[config.mk]
export PLATFORM = sky130hd
export DESIGN_NAME = led_ring_effect_generator
export DESIGN_NICKNAME = d
export VERILOG_FILES = /design/src/design/lre_pkg.sv /design/src/design/lre_div.sv /design/src/design/led_ring_effect_generator.sv
export SDC_FILE = /design/constraint.sdc
export NUM_CORES = 2
export LEC_CHECK = 0
export BUFFER_PORTS_ARGS = -buffer_cell sky130_fd_sc_hd__buf_2
export CELL_PAD_IN_SITES_DETAIL_PLACEMENT = 1
export CELL_PAD_IN_SITES_GLOBAL_PLACEMENT = 2
export CORE_MARGIN = 2
export CORE_UTILIZATION = 45
export DETAILED_ROUTE_END_ITERATION = 10
export GPL_TIMING_DRIVEN = 0
export HOLD_SLACK_MARGIN = 0.08
export MAX_ROUTING_LAYER = met4
export PLACE_DENSITY_LB_ADDON = 0.1
export SYNTH_ARGS = -nofsm -noshare
export SYNTH_HDL_FRONTEND = slang
export SYNTH_HIERARCHICAL = 1
export SYNTH_SLANG_ARGS = --single-unit
[constraint.sdc]
create_clock -name clk_i -period 33.4 [get_ports clk_i]
set_clock_uncertainty 0.05 [all_clocks]
set_input_delay 6.68 -clock clk_i [delete_from_list [all_inputs] [get_ports clk_i]]
set_output_delay 6.68 -clock clk_i [all_outputs]
set_load 0.02 [all_outputs]
[src/design/lre_pkg.sv]
// shared constants and functions of the led ring effect generator
`default_nettype none
package lre_pkg;
  localparam int unsigned LED_COUNT = 8;
  localparam int unsigned SUB_STEPS = 256;

  localparam logic [2:0] CFG_EFFECT = 3'd0;
  localparam logic [2:0] CFG_RED    = 3'd1;
  localparam logic [2:0] CFG_GREEN  = 3'd2;
  localparam logic [2:0] CFG_BLUE   = 3'd3;
  localparam logic [2:0] CFG_BRIGHT = 3'd4;
  localparam logic [2:0] CFG_SPEED  = 3'd5;

  localparam logic [2:0] FX_OFF      = 3'd0;
  localparam logic [2:0] FX_STATIC   = 3'd1;
  localparam logic [2:0] FX_BREATH   = 3'd2;
  localparam logic [2:0] FX_RAINBOW  = 3'd3;
  localparam logic [2:0] FX_COMET    = 3'd4;
  localparam logic [2:0] FX_SWEEP    = 3'd5;
  localparam logic [2:0] FX_FOUNTAIN = 3'd6;
  localparam logic [2:0] FX_HICCUP   = 3'd7;

  // fountain fill level per step of the eight-step cycle
  function automatic logic [2:0] fill_level(input logic [2:0] idx);
    case (idx)
      3'd0: fill_level = 3'd0;
      3'd1: fill_level = 3'd1;
      3'd2: fill_level = 3'd2;
      3'd3: fill_level = 3'd3;
      3'd4: fill_level = 3'd4;
      3'd5: fill_level = 3'd3;
      3'd6: fill_level = 3'd2;
      default: fill_level = 3'd1;
    endcase
  endfunction

  // chain rank of an led: position within the right or left chain
  function automatic logic [1:0] chain_rank(input logic [2:0] led);
    case (led)
      3'd7, 3'd6: chain_rank = 2'd0;
      3'd0, 3'd5: chain_rank = 2'd1;
      3'd1, 3'd4: chain_rank = 2'd2;
      default:    chain_rank = 2'd3;
    endcase
  endfunction
endpackage
`default_nettype wire

[src/design/lre_div.sv]
// shared restoring divider, one quotient bit per cycle
`default_nettype none
module lre_div import lre_pkg::*; (
  input  wire logic        clk_i,
  input  wire logic        rst_ni,
  input  wire logic        start_i,
  input  wire logic [31:0] num_i,
  input  wire logic [15:0] den_i,
  output logic             done_o,
  output logic [31:0]      quo_o,
  output logic [15:0]      rem_o
);
  logic [31:0] quo_q, quo_d;
  logic [15:0] rem_q, rem_d;
  logic [15:0] den_q, den_d;
  logic [5:0]  cnt_q, cnt_d;
  logic        busy_q, busy_d, done_q, done_d;
  logic [16:0] trial;

  always_comb begin
    quo_d = quo_q; rem_d = rem_q; den_d = den_q; cnt_d = cnt_q;
    busy_d = busy_q; done_d = 1'b0;
    trial = {rem_q, quo_q[31]};
    if (start_i) begin
      quo_d = num_i; rem_d = '0; den_d = den_i; cnt_d = 6'd32; busy_d = 1'b1;
    end else if (busy_q) begin
      if (trial >= {1'b0, den_q}) begin
        rem_d = 16'(trial - {1'b0, den_q});
        quo_d = {quo_q[30:0], 1'b1};
      end else begin
        rem_d = trial[15:0];
        quo_d = {quo_q[30:0], 1'b0};
      end
      cnt_d = cnt_q - 6'd1;
      if (cnt_q == 6'd1) begin
        busy_d = 1'b0; done_d = 1'b1;
      end
    end
  end

  always_ff @(posedge clk_i or negedge rst_ni) begin
    if (!rst_ni) begin
      busy_q <= 1'b0; done_q <= 1'b0; cnt_q <= '0;
    end else begin
      busy_q <= busy_d; done_q <= done_d; cnt_q <= cnt_d;
    end
  end
  always_ff @(posedge clk_i) begin
    quo_q <= quo_d; rem_q <= rem_d; den_q <= den_d;
  end

  assign done_o = done_q;
  assign quo_o  = quo_q;
  assign rem_o  = rem_q;
endmodule
`default_nettype wire

[src/design/led_ring_effect_generator.sv]
// top level of the led ring effect generator with its frame sequencer
// Usage: each input transfer (restart_i) renders one frame of eight ARGB
// words. The frame is delivered as one output transfer on led0..led7_argb_o.
// Configuration writes (cfg_index_i, cfg_data_i) are taken only while the
// sequencer is idle. A pending write holds off the input side for that cycle.
// Index 0 effect, 1 red, 2 green, 3 blue, 4 brightness, 5 speed.
// A sequencer runs around one shared 32-bit radix-2 divider. Breath and hiccup
// use up to two divisions, fountain one, and the other effects need none. Comet
// and sweep step through S_HW and S_WAIT for each led.
// The sequencer returns to idle as the frame is loaded into the output register,
// so in_ready_o can rise in the same cycle as out_valid_o.
// The finished frame moves to an output register. If that register is still
// full when the next frame is done, the sequencer waits and in_ready_o stays
// low until the receiver takes the older frame.
// Reset clears frame counter, head and colours, selects effect off, and sets brightness 10 and speed 5.
`default_nettype none
module led_ring_effect_generator import lre_pkg::*; #(
  parameter int unsigned SubSteps = SUB_STEPS
) (
  input  wire logic        clk_i,
  input  wire logic        rst_ni,
  input  wire logic        in_valid_i,
  output logic             in_ready_o,
  input  wire logic        restart_i,
  output logic             out_valid_o,
  input  wire logic        out_ready_i,
  output logic [31:0]      led0_argb_o,
  output logic [31:0]      led1_argb_o,
  output logic [31:0]      led2_argb_o,
  output logic [31:0]      led3_argb_o,
  output logic [31:0]      led4_argb_o,
  output logic [31:0]      led5_argb_o,
  output logic [31:0]      led6_argb_o,
  output logic [31:0]      led7_argb_o,
  input  wire logic        cfg_valid_i,
  output logic             cfg_ready_o,
  input  wire logic [2:0]  cfg_index_i,
  input  wire logic [31:0] cfg_data_i
);
  localparam int unsigned SubW = $clog2(SubSteps);
  localparam int unsigned RingW = SubW + 3;
  localparam logic [RingW:0] RingLen = (RingW+1)'(LED_COUNT * SubSteps);
  localparam logic [RingW:0] TailLen = (RingW+1)'(3 * SubSteps);

  localparam logic [3:0] S_IDLE = 4'd0, S_AMAX = 4'd1, S_PH1 = 4'd2,
                         S_PH2 = 4'd3, S_PH3 = 4'd4, S_HW = 4'd5,
                         S_LED = 4'd6, S_FIN = 4'd7, S_WAIT = 4'd8;

  logic [2:0] effect_q; logic [7:0] red_q, green_q, blue_q;
  logic [3:0] bright_q, speed_q;
  logic [31:0] frame_q, frame_d, t_q, t_d;
  logic [RingW-1:0] head_q, head_d;
  logic [3:0] st_q, st_d;
  logic [2:0] led_q, led_d;
  logic [31:0] leds_q [LED_COUNT];
  logic [31:0] leds_d [LED_COUNT];
  logic [31:0] outs_q [LED_COUNT];
  logic [7:0] amax_q, amax_d;
  logic [31:0] tmp_q, tmp_d;
  logic [8:0]  hw_q, hw_d;
  logic out_valid_q, out_valid_d;
  logic out_load;

  logic        div_start, div_done;
  logic [31:0] div_num, div_quo;
  logic [15:0] div_den, div_rem;

  lre_div u_div (
    .clk_i, .rst_ni, .start_i(div_start), .num_i(div_num), .den_i(div_den),
    .done_o(div_done), .quo_o(div_quo), .rem_o(div_rem)
  );

  logic [3:0] spd, br;
  assign spd = (speed_q > 4'd10) ? 4'd10 : speed_q;
  assign br  = (bright_q > 4'd10) ? 4'd10 : bright_q;

  logic [6:0] period, half, decay, pause;
  always_comb begin
    period = 7'(7'd96 - 7'(7 * spd));
    if (period < 7'd24) period = 7'd24;
    half  = {1'b0, period[6:1]};
    decay = 7'(7'd16 - 7'(spd));
    pause = 7'(7'd4 + 7'((4'd10 - spd) >> 1));
  end

  function automatic logic [31:0] pack(input logic [7:0] a, input logic [7:0] r,
                                       input logic [7:0] g, input logic [7:0] b);
    pack = {a, r, g, b};
  endfunction

  function automatic logic [31:0] wheel(input logic [7:0] pos, input logic [7:0] a);
    logic [7:0] p;
    logic [9:0] p3;
    p = pos;
    if (pos < 8'd85) begin
      p3 = 10'(p) * 10'd3;
      wheel = pack(a, 8'(10'd255 - p3), p3[7:0], 8'd0);
    end else if (pos < 8'd170) begin
      p = pos - 8'd85;
      p3 = 10'(p) * 10'd3;
      wheel = pack(a, 8'd0, 8'(10'd255 - p3), p3[7:0]);
    end else begin
      p = pos - 8'd170;
      p3 = 10'(p) * 10'd3;
      wheel = pack(a, p3[7:0], 8'd0, 8'(10'd255 - p3));
    end
  endfunction

  // 255 - (255-c)*w/256 with w up to 256
  function automatic logic [7:0] twhite(input logic [7:0] c, input logic [8:0] w);
    logic [16:0] m;
    m = 17'(8'd255 - c) * 17'(w);
    twhite = 8'(9'd255 - 9'(m >> 8));
  endfunction

  // x/255 for x up to 255*255
  function automatic logic [7:0] div255(input logic [16:0] x);
    logic [16:0] s;
    s = x + 17'd1 + (x >> 8);
    div255 = s[15:8];
  endfunction

  // distances of the current led to the head
  logic [RingW-1:0] center, dd, lag;
  logic [RingW:0] dmin;
  always_comb begin
    center = RingW'({led_q, SubW'(0)});
    dd  = RingW'(center - head_q);
    lag = RingW'(head_q - center);
    dmin = (RingW+1)'(dd);
    if (dmin > RingLen - dmin) dmin = RingLen - dmin;
  end

  // head and tail weights; the tail divides by three through 683/2048
  logic [16:0] hw_num;
  logic [17:0] tw_num;
  logic [9:0]  tw_x;
  logic [19:0] tw_prod;
  logic [8:0]  hw_c, tw_c, w_c;
  always_comb begin
    hw_num = '0;
    tw_num = '0;
    if (dmin < (RingW+1)'(SubSteps))
      hw_num = 17'((RingW+1)'(SubSteps) - dmin) << 8;
    if (effect_q == FX_COMET && (RingW+1)'(lag) < TailLen)
      tw_num = 18'(TailLen - (RingW+1)'(lag)) << 8;
    hw_c = 9'(hw_num >> SubW);
    tw_x = 10'(tw_num >> SubW);
    tw_prod = 20'(tw_x) * 20'd683;
    tw_c = 9'(tw_prod >> 11);
    w_c = (hw_q > tmp_q[8:0]) ? hw_q : tmp_q[8:0];
  end

  logic in_fire, out_fire;
  assign in_fire  = in_valid_i && in_ready_o;
  assign out_fire = out_valid_q && out_ready_i;
  assign out_load = (st_q == S_FIN) && (!out_valid_q || out_ready_i);

  always_comb begin
    st_d = st_q; led_d = led_q; frame_d = frame_q; t_d = t_q; head_d = head_q;
    amax_d = amax_q; tmp_d = tmp_q; hw_d = hw_q; out_valid_d = out_valid_q;
    leds_d = leds_q;
    div_start = 1'b0; div_num = '0; div_den = 16'd1;
    if (out_fire) out_valid_d = 1'b0;
    case (st_q)
      S_IDLE: if (in_fire) begin
        t_d = restart_i ? 32'd0 : frame_q;
        if (restart_i) head_d = '0;
        for (int k = 0; k < LED_COUNT; k++) leds_d[k] = '0;
        // br*255/10 equals br*51/2
        amax_d = 8'((9'(br) * 9'd51) >> 1);
        st_d = S_AMAX;
      end
      S_AMAX: begin
        led_d = '0;
        case (effect_q)
          FX_STATIC: begin
            for (int k = 0; k < LED_COUNT; k++)
              leds_d[k] = pack(amax_q, red_q, green_q, blue_q);
            st_d = S_FIN;
          end
          FX_RAINBOW: begin
            tmp_d = t_q * 32'(5'd1 + 5'(2 * spd));
            st_d = S_LED;
          end
          FX_BREATH: begin
            div_start = 1'b1; div_num = t_q; div_den = 16'(period); st_d = S_PH1;
          end
          FX_HICCUP: begin
            div_start = 1'b1; div_num = t_q; div_den = 16'(decay + pause);
            st_d = S_PH1;
          end
          FX_FOUNTAIN: begin
            div_start = 1'b1; div_num = t_q;
            div_den = 16'(6'd3 + 6'((4'd10 - spd) * 4)); st_d = S_PH1;
          end
          FX_COMET, FX_SWEEP: st_d = S_HW;
          default: st_d = S_FIN;
        endcase
      end
      S_PH1: if (div_done) begin
        case (effect_q)
          FX_BREATH: begin
            div_start = 1'b1;
            if (div_rem < 16'(half)) begin
              div_num = 32'(div_rem) * 32'd255; div_den = 16'(half);
            end else begin
              div_num = 32'(16'(period) - div_rem) * 32'd255;
              div_den = 16'(period - half);
            end
            st_d = S_PH2;
          end
          FX_HICCUP: begin
            if (div_rem < 16'(decay)) begin
              div_start = 1'b1;
              div_num = 32'(amax_q) * 32'(16'(decay) - div_rem);
              div_den = 16'(decay);
              st_d = S_PH3;
            end else begin
              tmp_d = '0; st_d = S_LED;
            end
          end
          default: begin
            for (int k = 0; k < LED_COUNT; k++)
              if (3'(chain_rank(3'(k))) < fill_level(div_quo[2:0]))
                leds_d[k] = pack(amax_q, red_q, green_q, blue_q);
            st_d = S_FIN;
          end
        endcase
      end
      S_PH2: if (div_done) begin
        tmp_d = 32'(div255(17'(amax_q) * 17'(div_quo[7:0])));
        st_d = S_LED;
      end
      S_PH3: if (div_done) begin
        tmp_d = div_quo; st_d = S_LED;
      end
      S_HW: begin
        hw_d = hw_c;
        tmp_d = 32'(tw_c);
        st_d = S_WAIT;
      end
      S_WAIT: begin
        // per-led weight ready: final step of comet or sweep
        if (effect_q == FX_COMET)
          leds_d[led_q] = pack(amax_q, twhite(red_q, w_c), twhite(green_q, w_c),
                               twhite(blue_q, w_c));
        else
          leds_d[led_q] = (w_c != 0) ?
            pack(8'((17'(amax_q) * 17'(w_c)) >> 8), red_q, green_q, blue_q) : '0;
        led_d = led_q + 3'd1;
        st_d = (led_q == 3'(LED_COUNT - 1)) ? S_FIN : S_HW;
      end
      S_LED: begin
        case (effect_q)
          FX_RAINBOW: begin
            for (int k = 0; k < LED_COUNT; k++)
              leds_d[k] = wheel(8'(tmp_q[7:0] + 8'(k * 32)), amax_q);
            st_d = S_FIN;
          end
          default: begin
            for (int k = 0; k < LED_COUNT; k++)
              leds_d[k] = pack(tmp_q[7:0], red_q, green_q, blue_q);
            st_d = S_FIN;
          end
        endcase
      end
      S_FIN: if (out_load) begin
        head_d = RingW'(head_q + RingW'(7'd6 + 7'(6 * spd)));
        frame_d = t_q + 32'd1;
        out_valid_d = 1'b1;
        st_d = S_IDLE;
      end
      default: st_d = S_IDLE;
    endcase
  end

  always_ff @(posedge clk_i or negedge rst_ni) begin
    if (!rst_ni) begin
      st_q <= S_IDLE; led_q <= '0; frame_q <= '0; head_q <= '0;
      out_valid_q <= 1'b0;
      effect_q <= FX_OFF; red_q <= '0; green_q <= '0; blue_q <= '0;
      bright_q <= 4'd10; speed_q <= 4'd5;
    end else begin
      st_q <= st_d; led_q <= led_d; frame_q <= frame_d; head_q <= head_d;
      out_valid_q <= out_valid_d;
      if (cfg_valid_i && cfg_ready_o) begin
        case (cfg_index_i)
          CFG_EFFECT: effect_q <= cfg_data_i[2:0];
          CFG_RED:    red_q    <= cfg_data_i[7:0];
          CFG_GREEN:  green_q  <= cfg_data_i[7:0];
          CFG_BLUE:   blue_q   <= cfg_data_i[7:0];
          CFG_BRIGHT: bright_q <= cfg_data_i[3:0];
          CFG_SPEED:  speed_q  <= cfg_data_i[3:0];
          default: ;
        endcase
      end
    end
  end
  always_ff @(posedge clk_i) begin
    t_q <= t_d; amax_q <= amax_d; tmp_q <= tmp_d; hw_q <= hw_d; leds_q <= leds_d;
    if (out_load) outs_q <= leds_q;
  end

  assign cfg_ready_o = (st_q == S_IDLE);
  assign in_ready_o  = (st_q == S_IDLE) && !cfg_valid_i;
  assign out_valid_o = out_valid_q;
  assign led0_argb_o = outs_q[0];
  assign led1_argb_o = outs_q[1];
  assign led2_argb_o = outs_q[2];
  assign led3_argb_o = outs_q[3];
  assign led4_argb_o = outs_q[4];
  assign led5_argb_o = outs_q[5];
  assign led6_argb_o = outs_q[6];
  assign led7_argb_o = outs_q[7];
endmodule
`default_nettype wire

### Word-level counts from Yosys, hierarchy flattened

Index checks and enable logic that the tools add are counted.

| operators by class | value |
|---|---|
| multiply operators | 37 |
| divide/modulo/power cells | 0 |
| reductions and logical operators | 40 |
| shifts and indexed selects | 0 |
| equal/unequal tests | 43 |
| multiplexer cells | 107 |
| bitwise operators | 1 |
| $add $sub $neg | 77 |
| order comparisons | 32 |

Operator list:

| kind | number |
|---|---|
| 256-bit 2-to-1 mux | 6 |
| 256-bit case mux with 5 select lines | 1 |
| 256-bit bitwise mux | 2 |
| 24-bit 2-to-1 mux | 16 |
| 32-bit 2-to-1 mux | 12 |
| 8-bit subtractor, first input constant | 27 |
| 8-bit by 2-bit multiplier with 8-bit output, second input constant | 24 |
| 32-bit case mux with 2 select lines | 2 |
| 32-bit demux with 3-bit select | 1 |
| 8-bit by 7-bit < comparator with 1-bit output, second input constant | 8 |
| 8-bit < comparator, second input constant | 8 |
| 16-bit case mux with 2 select lines | 2 |
| 8-bit by 7-bit subtractor with 8-bit output, second input constant | 8 |
| 8-bit subtractor, second input constant | 8 |
| 9-bit 2-to-1 mux | 7 |
| 9-bit by 10-bit multiplier with 16-bit output | 3 |
| 16-bit 2-to-1 mux | 3 |
| 9-bit case mux with 5 select lines | 1 |
| 7-bit by 16-bit subtractor with 17-bit output | 2 |
| 11-bit 2-to-1 mux | 3 |
| 32-bit by 1-bit adder with 32-bit output, second input constant | 1 |
| 8-bit adder, second input constant | 4 |
| 32-bit by 6-bit multiplier with 9-bit output | 1 |
| 4-bit case mux with 8 select lines | 1 |
| 83 further kinds | 186 |

| storage, ports and cells | value |
|---|---|
| memories kept | 0 |
| register bits | 728 |
| bits in read-only memories | 0 |
| latch bits | 0 |
| memory bits (writable) | 0 |
| output and inout bits | 259 |
| input port bits | 41 |

### Longest topological paths before layout

| depth | value |
|---|---|
| depth after elaboration | 13 |
| mapped depth | 50 |
| depth with buffers taken out | 47 |

### By module

The synthesis kept the hierarchy.

Modules (own cells, without submodules):

| module | sequential area each (um^2) | cells an instance | times used | area each (um^2) |
|---|---|---|---|---|
| led_ring_effect_generator | 19218.4 | 6307 | 1 | 60860.9 |
| lre_div | 1961.9 | 339 | 1 | 3818.7 |

### Worst setup path after synthesis

Ideal clock, no wire load.

| timing path | value |
|---|---|
| path type | input to register |
| start point | in out_ready_i |
| end point | reg head_q[9] |
| setup slack | 18.734 ns |
| library setup time | 0.095 ns |
| path buffers | 2 |
| cell stages on the path | 8 |
| arrival time | 14.520 ns |
| data required time | 33.255 ns |
| path through | nor2_1 or2_2 clkbuf_1 clkinv_1 a31oi_1 clkbuf_1 o21ai_0 o21ai_0 |

| on the way | value |
|---|---|
| word-level cells in the longest chain between the ends | 4 |

RTL lines:

| item | line | text |
|---|---|---|
| start: declaration | led_ring_effect_generator.sv:26 | `input wire logic out_ready_i,` |
| 1-bit logical OR | led_ring_effect_generator.sv:157 | `assign out_load = (st_q == S_FIN) && (!out_valid_q \|\| out_ready_i);` |
| 1-bit logical AND | led_ring_effect_generator.sv:157 |  |
| via out_load | led_ring_effect_generator.sv:62 | `logic out_load;` |
| 2-bit inequality test (no source line) | -- |  |
| 4-bit AND reduction (no source line) | -- |  |
| end signal: assignment | led_ring_effect_generator.sv:280 | `st_q <= S_IDLE; led_q <= '0; frame_q <= '0; head_q <= '0;` |
| end signal: assignment | led_ring_effect_generator.sv:285 | `st_q <= st_d; led_q <= led_d; frame_q <= frame_d; head_q <= head_d;` |
| end: declaration | led_ring_effect_generator.sv:52 | `logic [RingW-1:0] head_q, head_d;` |

The timed path passes the listed nets, and every way through them passes these cells.
A chain may end at the register's enable or synchronous reset.

### Worst setup path after layout

| timing path | value |
|---|---|
| start point | reg speed_q[2] |
| end point | reg u_div.quo_q[24], in the netlist u_div/quo_o[24] (data pin) |

| on the way | value |
|---|---|
| word-level cells in the longest chain between the ends | 13 |
| elaborated cells between the ends (all ways) | 23 |
| those cells by class | 4 x add/sub; 3 x mul; 4 x order compare; 12 x mux |

RTL lines:

| item | line | text |
|---|---|---|
| start: declaration | led_ring_effect_generator.sv:50 | `logic [3:0] bright_q, speed_q;` |
| start signal: assignment | led_ring_effect_generator.sv:294 | `CFG_SPEED: speed_q <= cfg_data_i[3:0];` |
| 4-bit > comparator | led_ring_effect_generator.sv:74 | `assign spd = (speed_q > 4'd10) ? 4'd10 : speed_q;` |
| 4-bit 2-to-1 mux (*) | led_ring_effect_generator.sv:74 |  |
| 3-bit by 4-bit multiplier with 7-bit output | led_ring_effect_generator.sv:79 | `period = 7'(7'd96 - 7'(7 * spd));` |
| 7-bit subtractor | led_ring_effect_generator.sv:79 |  |
| 7-bit by 5-bit < comparator with 1-bit output | led_ring_effect_generator.sv:80 | `if (period < 7'd24) period = 7'd24;` |
| 7-bit 2-to-1 mux | led_ring_effect_generator.sv:80 |  |
| 7-bit by 16-bit subtractor with 17-bit output | led_ring_effect_generator.sv:208 | `div_num = 32'(16'(period) - div_rem) * 32'd255;` |
| 17-bit by 9-bit multiplier with 26-bit output | led_ring_effect_generator.sv:208 |  |
| 32-bit 2-to-1 mux | led_ring_effect_generator.sv:205 | `if (div_rem < 16'(half)) begin` |
| 32-bit case mux with 2 select lines (*) | led_ring_effect_generator.sv:202 | `case (effect_q)` |
| 32-bit 2-to-1 mux (*) | led_ring_effect_generator.sv:201 | `S_PH1: if (div_done) begin` |
| 32-bit case mux with 2 select lines (*) | led_ring_effect_generator.sv:165 | `case (st_q)` |
| via div_num[24] | led_ring_effect_generator.sv:65 | `logic [31:0] div_num, div_quo;` |
| 32-bit 2-to-1 mux (*) | lre_div.sv:24 | `if (start_i) begin` |
| via u_div.quo_d[24] | lre_div.sv:13 | `logic [31:0] quo_q, quo_d;` |
| end signal: assignment | lre_div.sv:49 | `quo_q <= quo_d; rem_q <= rem_d; den_q <= den_d;` |
| end: declaration | lre_div.sv:13 |  |

The timed path passes the listed nets; every way through them passes the cells marked *.

==> flow_summary.toml <==
[timing]
max_freq_ghz = 0.0700
worstMarginPinSlew_ps = 1600
hold_viol = 0
max_slew_margin_pct = -6.78
fin_crit_ps = 14290
setup_violations = 0
finalMaxSlewViolations = 18
rsz0062_at_grt = "false"
min_period_over_period_pct = 42.8
final.setup.tns_ps = 0

[critical_path]
critPathMaxStageDelay_ps = 690
required_ps = 33780
startpoint = "speed_q[2]"
r2r-end = "u_div/quo_o[24]"
rrSetupSlack_ps = 19110
arrival_ps = 14670
r2r_start = "speed_q[2]"
crit_slowest_cell = "clkbuf_1"
startpoint_type = "flop"
endpoint_kind = "flop"
path_max_fanout = 14
worstSetupPathType = "reg -> reg"
r2r_cells = 42

[logic_synthesis]
yosys_warnings = 6
ys_ff_latch = 726
ys_types = 112
synth_edf_count = 617
synth_area_sq_um = 64700
synth_area_per_cell_sq_um = 9.73
netlist_instances = 6646
yosys.area.top_type = "edfxtp_1"
synthDominantCellAreaShare_pct = 28.6
async_flop_share_pct = 12.8
synth_area_leaders = "edfxtp_1 29%, fa_1 15%, ha_1 11%"
synth_ff_type = "edfxtp_1"
ys_seq_area_share_pct = 32.7

[cells_and_area]
syn_to_final_growth_pct = 10.9
layout-drive-gt1-share_pct = 8.98
seq_area_sq_um = 21200
multiInputGateArea_sq_um = 39100
final_cell_mix = "852 x inv_1, 617 x edfxtp_1, 609 x nor2_1"
final_area_sq_um = 71700
fin_cells = 9013
n_fill_cell = 16288
finalNetCount = 8139
final_common_cell = "inv_1"

[floorplan]
boundaryPins = 300
initial_core_util_pct = 45.2
die_y_um = 383
dieArea_sq_um = 147000
die_x_um = 383
coreArea_sq_um = 143000
rows = 139

[place]
dp_hpwl_mm = 209
port_buffers = 275
postPlaceCellArea_sq_um = 68900
dpl.cell_count = 8847
place.gp.congestion = 1.07

[run]
drv_cap = 2

[route]
drt-vias-per-instance = 5.93
drc = 0
route.detailed.wl_per_inst_um = 29.0
drtIter0Drc = 4390
firstDrtPassIters = 5
ant_nets = 0
routed_wl_mm = 261
vias = 53440

[worst_hold_path]
whs_endpoint = "led0_argb_o[30]"
min_path_cells = 0
hold_start = "leds_q[254]"
hp-class = "reg -> reg"

[global_routing]
grt_max_degree = 118
antenna_found_initial = 12
grtUsageTotal_pct = 36.6
globalRoute.totalOverflow = 0
grt_pass1_vias = 56342
grt_pass1_wl_mm = 382

[clock_network]
numClockSinks = 726
clock_latency_ps = 720
cts_max_path_buffers = 3
ctsResizeCount = 0
clock-root-buffer = "clkbuf_16"
cts_tree = "yes"
cts_hold_buf = 0
cts_buffers = 84
htreeDepth = 3
cts_setup_buffers = 0
clk_pin_slew_ps = 80

[status]
status = "complete, but fails checks"
failed_checks = "capacitance limit, slew limit"
[area by class of cell]
| class | count | area share (%) |
|---|---|---|
| Clock inverter | 46 | 0.729 |
| Sequential cell | 726 | 29.5 |
| Tap cell | 1903 | 3.32 |
| Inverter | 856 | 4.49 |
| Clock buffer | 111 | 3.11 |
| Buffer | 323 | 1.75 |
| Timing Repair Buffer | 299 | 2.52 |
| Antenna cell | 6 | 0.0209 |
| Multi-Input combinational cell | 4743 | 54.5 |
[how the worst max path moves through the flow]
| stage | end | slack [ps] | cells past startpoint |
|---|---|---|---|
| 2_1_floorplan | head_q[9] | 18730 | 8 |
| 3_3_place_gp | leds_q[113] | 12930 | 6 |
| 3_5_place_dp | u_div/quo_o[24] | 19210 | 42 |
| 4_1_cts | u_div/quo_o[24] | 19120 | 42 |
| 5_1_grt | u_div/quo_o[24] | 18270 | 46 |
| 6_report | u_div/quo_o[24] | 19110 | 42 |
[registers in the layout, summed over array words and instances (netlist names), 6 cells and up]
name         flops
amax_q           8
blue_q           8
frame_q         32
green_q          8
head_q          10
hw_q             8
led0_argb_o     32
led1_argb_o     32
led2_argb_o     32
led3_argb_o     32
led4_argb_o     32
led5_argb_o     32
led6_argb_o     32
led7_argb_o     32
leds_q         256
red_q            8
t_q             32
tmp_q            9
u_div/cnt_q      6
u_div/den_q     16
u_div/quo_o     32
u_div/rem_o     16
[per-stage QoR]
step                      hold slack, ps  setup slack (ps)  utilization (%)
final                                397             19110             50.1
after global routing                 407             18270             50.1
after CTS                            397             19120             50.1
after detailed placement             382             19210             48.1
after global placement               378             12930             47.8
after floorplan                      371             18730                -
[Yosys cell counts (75+ instances only)]
cell type	instances
inv_1	853
a21o_1	92
a21oi_1	363
xor2_1	115
and2_1	161
nor2b_1	108
clkbuf_1	288
fa_1	497
o21ai_0	416
xnor2_1	226
o211ai_1	75
dfrtp_1	89
nor2_1	610
edfxtp_1	617
nand2_1	446
ha_1	568
[critical path, delay by kind of cell, from the launching register on]
family | cells | cell delay, ps
fa+ha+maj | 10 | 4280
xor+xnor | 2 | 1060
compound gates | 12 | 3620
buf+inv | 9 | 2350
mux | 1 | 370
flops | 1 | 520
simple gates | 8 | 1740
[cell families after synthesis]
logic type | after synthesis | share of synthesized area, %
simple gates | 1736 | 12.7
compound gates | 1482 | 14.7
buf+inv | 1179 | 6.91
fa+ha+maj | 1066 | 26.4
flops | 726 | 32.7
xor+xnor | 347 | 4.78
mux | 108 | 1.81
other cells | 2 | 0.0116
[routing by layer]
metal / wire length [um] / global-route usage (%) / share of wire, %
met5: 0 / - / 0
met4: 18400 / 21.0 / 7.0
met3: 15700 / 4.63 / 6.0
met2: 125000 / 59.9 / 48
met1: 102000 / 43.4 / 39
Power is left out: the tool's default activity adds up to more than one toggle a clock period on the data nets, which glitch-free logic cannot reach.
